### src/hw/rtl/qpn_pkg.sv
package qpn_pkg;

  localparam int COUNT_WIDTH = 32;
  localparam int PAGE_LIMIT  = 16;
  localparam int OUT_WIDTH   = 32;

  localparam int IN_TDATA_W  = 40;
  localparam int OUT_TDATA_W = 104;

  typedef logic [COUNT_WIDTH-1:0] count_t;

  localparam logic [15:0] LOCKOUT_RST = 16'd180;
  localparam logic [3:0]  DETENT_RST  = 4'd4;
  localparam logic [4:0]  PAGES_RST   = 5'd3;

  typedef enum logic [1:0] {
    CFG_LOCKOUT = 2'd0,
    CFG_DETENT  = 2'd1,
    CFG_PAGES   = 2'd2
  } cfg_idx_t;

  typedef enum logic [1:0] {
    DET_NONE = 2'd0,
    DET_FWD  = 2'd1,
    DET_BACK = 2'd2
  } det_ev_t;

  typedef enum logic [1:0] {
    BTN_NONE    = 2'd0,
    BTN_BACK    = 2'd1,
    BTN_CONFIRM = 2'd2
  } btn_ev_t;

  typedef struct packed {
    logic [15:0] lockout_ms;
    logic [3:0]  detent_steps;
    logic [4:0]  page_count;
  } qpn_cfg_t;

  typedef struct packed {
    logic               have_prev;
    logic [1:0]         prev_ab;
    logic signed [4:0]  step_accum;
    count_t             position;
    logic [3:0]         page;
    count_t             back_count;
    count_t             confirm_count;
    logic [31:0]        last_press_ms;
  } qpn_state_t;

  typedef struct packed {
    det_ev_t detent_event;
    btn_ev_t button_event;
  } qpn_events_t;

  // quadrature transition value, code is {prev_ab, ab}
  function automatic logic signed [1:0] quad_step(input logic [3:0] code);
    logic signed [1:0] r;
    case (code) inside
      4'b0001, 4'b0111, 4'b1000, 4'b1110: r = -2'sd1;
      4'b0010, 4'b0100, 4'b1011, 4'b1101: r = 2'sd1;
      default:                            r = 2'sd0;
    endcase
    return r;
  endfunction

  // one page step with wrap, cnt already clamped to 1..16
  function automatic logic [3:0] move_page(input logic [3:0] idx, input logic up,
                                           input logic [4:0] cnt);
    logic signed [5:0] np;
    logic [3:0]        r;
    np = up ? ($signed({2'b00, idx}) + 6'sd1) : ($signed({2'b00, idx}) - 6'sd1);
    if (np < 6'sd0) begin
      r = 4'(cnt - 5'd1);
    end else if (np >= $signed({1'b0, cnt})) begin
      r = 4'd0;
    end else begin
      r = np[3:0];
    end
    return r;
  endfunction

  function automatic logic [OUT_WIDTH-1:0] fit_out(input count_t v);
    logic [63:0] t;
    t = 64'(v);
    return t[OUT_WIDTH-1:0];
  endfunction

endpackage

### src/hw/rtl/quadrature_page_navigator.sv
// channel | dir | signals                        | payload
// in      | in  | in_tvalid in_tready in_tdata   | encoder levels, buttons, timestamp
// out     | out | out_tvalid out_tready out_tdata| position, page, press counts, events
// cfg     | in  | cfg_we cfg_addr cfg_wdata      | 0 lockout_ms, 1 detent_steps, 2 page_count
//
// one item per clock while the output drains; the result appears in the cycle after the item is taken
// the whole update is one combinational pass from the state registers into
// the state and result registers
// the result register frees itself in the cycle it is taken, so in_tready
// stays high under a continuously draining output
// synchronous active-low reset clears state and restores register defaults
module quadrature_page_navigator import qpn_pkg::*; (
  input  logic                   clk,
  input  logic                   rst_n,
  input  logic                   in_tvalid,
  output logic                   in_tready,
  // [0] enc_a, [1] enc_b, [2] back_n, [3] confirm_n, [35:4] now_ms, [39:36] zero
  input  logic [IN_TDATA_W-1:0]  in_tdata,
  output logic                   out_tvalid,
  input  logic                   out_tready,
  // [31:0] position, [35:32] page, [67:36] back_presses, [99:68] confirm_presses,
  // [101:100] detent_event, [103:102] button_event
  output logic [OUT_TDATA_W-1:0] out_tdata,
  input  logic                   cfg_we,
  input  logic [1:0]             cfg_addr,
  input  logic [15:0]            cfg_wdata
);

  qpn_cfg_t    cfg_r;
  qpn_state_t  state_r;
  qpn_state_t  state_nxt;
  qpn_events_t ev;
  logic        out_valid_r;
  logic [OUT_TDATA_W-1:0] out_data_r;
  logic [OUT_TDATA_W-1:0] out_data_nxt;
  logic        in_fire;

  assign in_tready  = !out_valid_r || out_tready;
  assign in_fire    = in_tvalid && in_tready;
  assign out_tvalid = out_valid_r;
  assign out_tdata  = out_data_r;

  qpn_step u_step (
    .st        (state_r),
    .cfg       (cfg_r),
    .enc_a     (in_tdata[0]),
    .enc_b     (in_tdata[1]),
    .back_n    (in_tdata[2]),
    .confirm_n (in_tdata[3]),
    .now_ms    (in_tdata[35:4]),
    .st_nxt    (state_nxt),
    .ev        (ev)
  );

  assign out_data_nxt = {ev.button_event, ev.detent_event,
                         fit_out(state_nxt.confirm_count),
                         fit_out(state_nxt.back_count),
                         state_nxt.page,
                         fit_out(state_nxt.position)};

  always_ff @(posedge clk) begin
    if (!rst_n) begin
      cfg_r.lockout_ms   <= LOCKOUT_RST;
      cfg_r.detent_steps <= DETENT_RST;
      cfg_r.page_count   <= PAGES_RST;
      state_r            <= '0;
      out_valid_r        <= 1'b0;
    end else begin
      if (cfg_we) begin
        unique case (cfg_addr)
          CFG_LOCKOUT: cfg_r.lockout_ms   <= cfg_wdata;
          CFG_DETENT:  cfg_r.detent_steps <= cfg_wdata[3:0];
          CFG_PAGES:   cfg_r.page_count   <= cfg_wdata[4:0];
          default: ;
        endcase
      end
      if (in_fire) begin
        state_r     <= state_nxt;
        out_valid_r <= 1'b1;
      end else if (out_tready) begin
        out_valid_r <= 1'b0;
      end
    end
  end

  always_ff @(posedge clk) begin
    if (in_fire) begin
      out_data_r <= out_data_nxt;
    end
  end

  // every taken item yields a result in the next cycle
  a_result_follows: assert property (@(posedge clk) disable iff (!rst_n)
    in_fire |=> out_tvalid)
    else $error("no result after a taken item");

  // position moves exactly when a detent is reported
  a_detent_moves: assert property (@(posedge clk) disable iff (!rst_n)
    (in_fire && $past(rst_n)) |=>
      ((out_data_r[101:100] != DET_NONE) == (state_r.position != $past(state_r.position))))
    else $error("position change and detent event disagree");

  // back counter moves exactly when a back press is reported
  a_back_counts: assert property (@(posedge clk) disable iff (!rst_n)
    (in_fire && $past(rst_n)) |=>
      ((out_data_r[103:102] == BTN_BACK) == (state_r.back_count != $past(state_r.back_count))))
    else $error("back count change and button event disagree");

  // state only moves on a taken item
  a_state_holds: assert property (@(posedge clk) disable iff (!rst_n)
    (!in_fire && $past(rst_n)) |=> $stable(state_r))
    else $error("state changed without an item");

  // once the first sample is latched the flag stays set until reset
  a_prev_sticky: assert property (@(posedge clk) disable iff (!rst_n)
    state_r.have_prev |=> state_r.have_prev)
    else $error("first-sample flag dropped");

endmodule

### src/hw/rtl/qpn_step.sv
module qpn_step import qpn_pkg::*; (
  input  qpn_state_t  st,
  input  qpn_cfg_t    cfg,
  input  logic        enc_a,
  input  logic        enc_b,
  input  logic        back_n,
  input  logic        confirm_n,
  input  logic [31:0] now_ms,
  output qpn_state_t  st_nxt,
  output qpn_events_t ev
);

  logic [1:0]        ab;
  logic [3:0]        thr;
  logic signed [4:0] thr_s;
  logic [4:0]        cnt;
  logic signed [1:0] q;
  logic signed [4:0] acc_sum;
  logic [31:0]       elapsed;

  assign ab      = {enc_a, enc_b};
  assign thr     = (cfg.detent_steps == 4'd0) ? 4'd1 : cfg.detent_steps;
  assign thr_s   = $signed({1'b0, thr});
  assign cnt     = (cfg.page_count == 5'd0) ? 5'd1 :
                   (cfg.page_count > 5'(PAGE_LIMIT)) ? 5'(PAGE_LIMIT) : cfg.page_count;
  assign q       = quad_step({st.prev_ab, ab});
  assign acc_sum = st.step_accum + {{3{q[1]}}, q};
  assign elapsed = now_ms - st.last_press_ms;

  always_comb begin
    st_nxt          = st;
    ev.detent_event = DET_NONE;
    ev.button_event = BTN_NONE;

    if (!st.have_prev) begin
      st_nxt.have_prev = 1'b1;
      st_nxt.prev_ab   = ab;
    end else if (ab != st.prev_ab) begin
      st_nxt.prev_ab    = ab;
      st_nxt.step_accum = acc_sum;
      if (acc_sum >= thr_s) begin
        st_nxt.position   = st.position + 1'b1;
        st_nxt.page       = move_page(st.page, 1'b1, cnt);
        st_nxt.step_accum = 5'sd0;
        ev.detent_event   = DET_FWD;
      end else if (acc_sum <= -thr_s) begin
        st_nxt.position   = st.position - 1'b1;
        st_nxt.page       = move_page(st.page, 1'b0, cnt);
        st_nxt.step_accum = 5'sd0;
        ev.detent_event   = DET_BACK;
      end
    end

    // buttons see the page after any detent in the same item
    if (elapsed >= {16'd0, cfg.lockout_ms}) begin
      if (!back_n) begin
        st_nxt.back_count    = st.back_count + 1'b1;
        st_nxt.page          = move_page(st_nxt.page, 1'b0, cnt);
        st_nxt.last_press_ms = now_ms;
        ev.button_event      = BTN_BACK;
      end else if (!confirm_n) begin
        st_nxt.confirm_count = st.confirm_count + 1'b1;
        st_nxt.page          = move_page(st_nxt.page, 1'b1, cnt);
        st_nxt.last_press_ms = now_ms;
        ev.button_event      = BTN_CONFIRM;
      end
    end
  end

endmodule

### config.mk
export PLATFORM = sky130hd
export DESIGN_NAME = quadrature_page_navigator
export DESIGN_NICKNAME = d
export VERILOG_FILES = /design/src/hw/rtl/qpn_pkg.sv /design/src/hw/rtl/quadrature_page_navigator.sv /design/src/hw/rtl/qpn_step.sv
export SDC_FILE = /design/constraint.sdc
export NUM_CORES = 1
export LEC_CHECK = 0
export BUFFER_PORTS_ARGS = -buffer_cell sky130_fd_sc_hd__buf_2
export CORE_MARGIN = 3
export CORE_UTILIZATION = 55
export CTS_BUF_LIST = sky130_fd_sc_hd__clkbuf_8
export CTS_CLUSTER_SIZE = 25
export DETAILED_ROUTE_END_ITERATION = 12
export PLACE_DENSITY = 0.9
export SKIP_CTS_REPAIR_TIMING = 1
export SYNTH_ARGS = -nofsm -noshare
export SYNTH_HDL_FRONTEND = slang
export SYNTH_SLANG_ARGS = --single-unit
### constraint.sdc
create_clock -name clk -period 5.85 [get_ports clk]
set_clock_uncertainty 0.2 [all_clocks]
set_input_delay 0.8775 -clock clk [delete_from_list [all_inputs] [get_ports clk]]
set_output_delay 0.8775 -clock clk [all_outputs]
set_load 0.02 [all_outputs]
==> reports/results.tsv, run 1 <==
stage	metric	value	unit
route	routed_wl	42300	µm
outcome	outcome	complete, no violations	
route	drc_errors	0	
critical_path	path_delay_family	compound AO/OA/AOI/OAI gates	
sta	rsz0062_at_grt	yes	
sta	holdWs	0.256	ns
grt	grt_pass1_vias	14491	
final_layout	nets	2237	
grt	grt_pass1_wl	68800	µm
clocking	clk_latency	0.59	ns
floorplan	die-area	32000	µm²
grt	grt_max_degree	86	
critical_path	worstSetupPathType	input port to register	
clocking	cts-root-buf	clkbuf_8	
sta	period_share	97.0	%
grt	antenna_found_initial	2	
sta	hold_viol	0	
place	gp_congestion	0.955	
route	firstDrtPassIters	6	
logic_synthesis	synth_top_family_by_area	simple AND/OR/NAND/NOR gates	
floorplan	start_util	56.4	%
hold_path	min_path_type	register to register	
place	portBuffers	164	
final_layout	drive_above_1_share	18.0	%
logic_synthesis	synth_mux_area_share	1.60	%
route	post_drt_wl_per_cell	16.8	µm
clocking	path_clk_slew	0.06	ns
critical_path	crit_start	in_tdata[0]	
sta	setup_viol	0	
logic_synthesis	synth-edff-count	104	
logic_synthesis	synth-seq-area-share	39.3	%
floorplan	coreArea	29100	µm²
clocking	ctsLongestPathBuffers	3	
critical_path	crit_fanout	4	
logic_synthesis	synth_ff_type	dfxtp_1	
critical_path	crit_slowest_cell	a221oi_4	
route	drt_iter0_drc	1516	
power_and_ir_drop	irDropWorstVdd	148	µV
critical_path	crit_cells	26	
logic_synthesis	ys_top_cells_by_area	dfxtp_1, edfxtp_1, ha_1	
floorplan	chipWidth	179	µm
critical_path	r2r_cells	25	
final_layout	synthToLayoutAreaGrowth	17.0	%
floorplan	pin_count	169	
logic_synthesis	syn_nets	2044	
logic_synthesis	ys_ff_latch	270	
logic_synthesis	synthAdderAreaFrac	6.64	%
power_and_ir_drop	p_leak	7.88	nW
critical_path	crit_path_end_kind	register	
logic_synthesis	synthXorXnorAreaFrac	7.80	%
logic_synthesis	yosysUniqueCellTypes	88	
logic_synthesis	synth_compound_area_share	17.4	%
place	detailed_place_hpwl	29400	µm
sta	setup_ws	0.175	ns
route	num_vias	15197	
final_layout	final_core_util	66.1	%
route	vias_per_cell	6.05	
critical_path	r2r_setup_slack	0.25	ns
critical_path	crit-reg2reg-capture	state_r[96]	
job	drv_cap	0	
grt	track_usage	25.7	%
grt	grt-ovfl-total	0	
critical_path	endpoint	state_r[96]	
critical_path	critPathArrivalTime	5.94	ns
logic_synthesis	syn_inst	1895	
floorplan	num_rows	62	
critical_path	crit_required	6.11	ns
logic_synthesis	syn_area	16400	µm²
final_layout	fill_cells	2300	
place	place_ws	-0.465	ns
clocking	cts_buffers	47	
sta	max_slew_margin	22.1	%
logic_synthesis	synth_top_area_cell	dfxtp_1	
critical_path	critPathMaxStageDelay	0.45	ns
critical_path	r2r_start	state_r[138]	
sta	worstMarginPinSlew	1.16	ns
floorplan	die_h	179	µm
clocking	cts_htree_levels	2	
route	ant_nets	0	
power_and_ir_drop	design_power_total	5.13	mW
final_layout	fin_area	19200	µm²
sta	layout_min_cycle_time	5.67	ns
logic_synthesis	yosys_warnings	0	
logic_synthesis	yosysTopAreaCellShare	20.2	%
sta	drv_slew	0	
final_layout	regArea	6450	µm²
logic_synthesis	synthSimpleGateAreaFrac	22.2	%
clocking	cts_tree	built	
logic_synthesis	async_flop_share	0	%
final_layout	multi_input_area	9280	µm²
critical_path	path_buf_inv	3	
sta	fmax	176	MHz
place	placed_area	18100	µm²
logic_synthesis	syn_area_per_cell	8.66	µm²
power_and_ir_drop	power_density	267	nW/µm²
clocking	cts_num_sinks	270	
critical_path	start_kind	input port	
==> registers in the layout (all words and copies together), names as in the netlist <==
name / cells
state_r: 140
out_tvalid: 1
cfg_r: 25
out_tdata: 104
==> worst register-to-register path, stage by stage, from the launching register on <==
cell,delay [ns]
dfxtp_2,0.36
xor2_2,0.17
xor2_1,0.16
ha_1,0.18
inv_1,0.06
fa_1,0.41
xnor2_2,0.23
ha_1,0.29
a211oi_2,0.22
o21ai_1,0.14
a21o_1,0.26
a21bo_2,0.25
o21ai_4,0.08
a221oi_4,0.45
inv_2,0.09
ha_1,0.26
xnor2_2,0.17
ha_1,0.30
a21o_1,0.11
a21o_1,0.10
a21o_1,0.17
nor2_2,0.06
mux2i_1,0.15
o311ai_0,0.13
mux2_2,0.32
o21a_1,0.18
==> worst min path at each step <==
| stage | start | endpoint | slack [ns] | depth (start not counted) |
|---|---|---|---|---|
| floorplan | state_r[132] | state_r[132] | 0.24 | 2 |
| global placement | cfg_r[12] | cfg_r[12] | 0.25 | 2 |
| detailed placement | cfg_r[22] | cfg_r[22] | 0.25 | 2 |
| CTS | cfg_r[22] | cfg_r[22] | 0.26 | 2 |
| global route | state_r[11] | state_r[11] | 0.29 | 2 |
| finish | cfg_r[22] | cfg_r[22] | 0.26 | 2 |
==> cell families after synthesis <==
| kind of cell | Yosys count |
|---|---|
| compound gates | 448 |
| mux | 26 |
| fa+ha+maj | 86 |
| xor+xnor | 143 |
| flops | 270 |
| simple gates | 717 |
| buf+inv | 205 |
==> synth_stat cells (all sizes together), types with 39 or more instances <==
cell type / number
nand2: 196
a21oi: 166
dfxtp: 166
nor2: 119
edfxtp: 104
nand3: 101
o21ai: 98
inv: 94
xor2: 86
ha: 84
clkbuf: 80
nor3: 66
xnor2: 55
o31ai: 39
==> stage by stage <==
step	setup TNS, ns	std cells
6_report	0	2512
5_1_grt	-0.00948	2512
4_1_cts	0	2509
3_5_place_dp	-35.52	2421
3_3_place_gp	-23.49	2421
2_1_floorplan	0	1895
==> routing by layer <==
metal | GRT usage (%) | vias up | wire length, µm
li1 | - | 7280 | -
met1 | 33.1 | 7176 | 17700
met2 | 43.9 | 636 | 20300
met3 | 4.43 | 103 | 3150
met4 | 8.80 | 2 | 1140
met5 | 0 | - | 13
==> layout by cell type (no fill, tap or decap), drive strengths merged, types with 84 or more instances in the layout <==
| cell type | count |
|---|---|
| buf | 255 |
| nand2 | 196 |
| dfxtp | 166 |
| a21oi | 166 |
| nor2 | 119 |
| inv | 107 |
| edfxtp | 104 |
| nand3 | 101 |
| o21ai | 98 |
| xor2 | 86 |
| ha | 84 |
==> where the power goes <==
part	leakage [nW]	internal [mW]	switching (mW)
Clock	0.573	1.06	0.826
Sequential	2.39	2.04	0.0491
Combinational	4.92	0.465	0.690
==> cell type report <==
| type | count | area share (%) |
|---|---|---|
| Antenna cell | 1 | 0.0130 |
| Clock buffer | 52 | 3.72 |
| Clock inverter | 36 | 1.65 |
| Inverter | 94 | 1.89 |
| Multi-Input combinational cell | 1420 | 48.3 |
| Sequential cell | 270 | 33.6 |
| Tap cell | 384 | 2.50 |
| Timing Repair Buffer | 255 | 8.39 |
Power figures use the tool's default switching activity.
==> run 2: changes to the inputs <==
==> constraint.sdc (replaced) <==
create_clock -name clk -period 5.85 [get_ports clk]
set_clock_uncertainty 0.2 [all_clocks]
set_input_delay 1.17 -clock clk [delete_from_list [all_inputs] [get_ports clk]]
set_output_delay 1.17 -clock clk [all_outputs]
set_load 0.02 [all_outputs]
==> run 2 against run 1 <==
- register-to-register slack improved by 0.03 ns
- final cell count up 1.5%
- power decreased by 4.4%
- combinational power is 6% higher
- worst hold slack got worse by 0.0025 ns
- final area increased by 2.0%
- global-route usage is 0.061 points higher
- sequential share of layout area shrank 0.66 points
- largest power group unchanged
- first-iteration DRC count shrank 3.4%
- critical path type unchanged
==> reports/results.tsv, run 2 (synthesized netlist as in run 1, its figures left out) <==
stage	metric	value	unit
critical_path	r2r_start	state_r[137]	
route	drc_errors	0	
outcome	outcome	complete, no violations	
floorplan	pin_count	169	
critical_path	crit_required	6.09	ns
critical_path	worstSetupPathType	input port to register	
floorplan	start_util	56.4	%
sta	max_slew_margin	21.8	%
final_layout	largest_register_ffs	140	
sta	period_share	99.0	%
critical_path	critPathArrivalTime	6.03	ns
final_layout	fin_area	19600	µm²
route	num_vias	15378	
clocking	cts_num_sinks	270	
final_layout	final_cell_mix	nand2_1, dfxtp_1, buf_2	
route	wl_met1	18100	µm
power_and_ir_drop	p_leak	8.08	nW
final_layout	regArea	6450	µm²
grt	track_usage	25.8	%
sta	hold_viol	0	
critical_path	endpoint	out_tdata[34]	
critical_path	start_kind	input port	
clocking	cts_tree	built	
critical_path	crit_start	in_tdata[1]	
route	routed_wl	43400	µm
place	placed_area	18300	µm²
route	drt_iter0_drc	1464	
final_layout	synthToLayoutAreaGrowth	19.3	%
sta	worstMarginPinSlew	1.17	ns
route	wl_met3	3160	µm
job	drv_cap	0	
place	portBuffers	164	
floorplan	coreArea	29100	µm²
route	met2_wirelength	21000	µm
sta	drv_slew	0	
floorplan	die_h	179	µm
final_layout	nets	2280	
clocking	ctsLongestPathBuffers	3	
clocking	cts-root-buf	clkbuf_8	
route	vias_per_cell	6.03	
floorplan	die-area	32000	µm²
sta	setup_viol	0	
sta	rsz0062_at_grt	yes	
clocking	path_clk_slew	0.06	ns
sta	fmax	173	MHz
place	detailed_place_hpwl	30000	µm
floorplan	chipWidth	179	µm
clocking	cts_htree_levels	2	
power_and_ir_drop	power_density	250	nW/µm²
route	top_layer	met5	
grt	antenna_found_initial	2	
final_layout	fill_cells	2243	
clocking	clk_latency	0.58	ns
grt	grt_pass1_wl	69000	µm
route	ant_nets	0	
critical_path	crit_fanout	4	
grt	grt_max_degree	102	
clocking	cts_buffers	45	
hold_path	min_path_type	register to register	
place	place_inst	2449	
final_layout	final_common_cell	nand2_1	
sta	layout_min_cycle_time	5.79	ns
grt	grt_pass1_vias	14332	
final_layout	instances_no_fill	2550	
critical_path	crit-reg2reg-capture	out_tdata[34]	
critical_path	crit_path_end_kind	register	
critical_path	r2r_cells	24	
route	firstDrtPassIters	6	
place	gp_congestion	0.985	
floorplan	num_rows	62	
grt	grt-ovfl-total	0	
hold_path	min_from	cfg_r[17]	
route	post_drt_wl_per_cell	17.0	µm
final_layout	top_register	state_r	
final_layout	multi_input_area	9430	µm²
power_and_ir_drop	irDropWorstVdd	179	µV
final_layout	drive_above_1_share	20.2	%
critical_path	r2r_setup_slack	0.28	ns
## run 2: cell type report
cell class / count / share of cell area [%]
well taps: 384 / 2.45
flip-flops and latches: 270 / 32.9
diodes: 1 / 0.0128
clock buffers: 47 / 3.30
inverters: 94 / 1.88
repair buffers: 300 / 10.4
clock inverters: 34 / 0.983
multi-input cells: 1420 / 48.1
## run 2: power by group
| group | internal, mW | switching [mW] |
|---|---|---|
| clock network | 0.799 | 0.780 |
| registers | 2.04 | 0.0496 |
| logic | 0.514 | 0.719 |
## run 2: worst min path at each step
stage	endpoint	cells after the start	slack [ns]
3_5_place_dp	cfg_r[17]	2	0.25
3_3_place_gp	state_r[135]	2	0.24
6_report	cfg_r[17]	2	0.25
5_1_grt	cfg_r[17]	2	0.27
4_1_cts	cfg_r[12]	2	0.25
2_1_floorplan	state_r[134]	2	0.24
## run 2: per-stage QoR
stage,hold WS (ns),setup TNS (ns),setup slack [ns],power (mW),utilization [%]
finish,0.254,0,0.0585,4.90,67.4
global route,0.271,-0.333,-0.0820,5.14,67.4
CTS,0.254,-0.579,-0.135,4.84,65.9
detailed placement,0.246,-79.56,-0.711,3.27,63.0
global placement,0.243,-61.32,-0.626,3.23,63.0
floorplan,0.236,-0.145,-0.108,2.90,-
## run 2: routing by layer
metal	vias to the layer above	global-route usage [%]
met2	637	44.2
li1	7357	-
met1	7265	33.1
met4	2	8.77
met5	-	0
met3	117	4.26
## run 2: worst max-delay path, stage by stage
cell,delay (ns)
buf_8,0.11
xor2_4,0.15
xor2_1,0.18
ha_2,0.21
inv_2,0.04
fa_2,0.38
xnor2_2,0.20
ha_1,0.29
a211oi_2,0.24
o21ai_2,0.11
a21o_1,0.24
a21bo_4,0.22
o21ai_4,0.08
a221oi_4,0.35
buf_4,0.18
ha_4,0.21
inv_4,0.06
ha_4,0.19
a21o_1,0.17
a21o_1,0.18
a21oi_2,0.21
nor2_2,0.08
or4_1,0.42
a31oi_2,0.21
or2_4,0.14
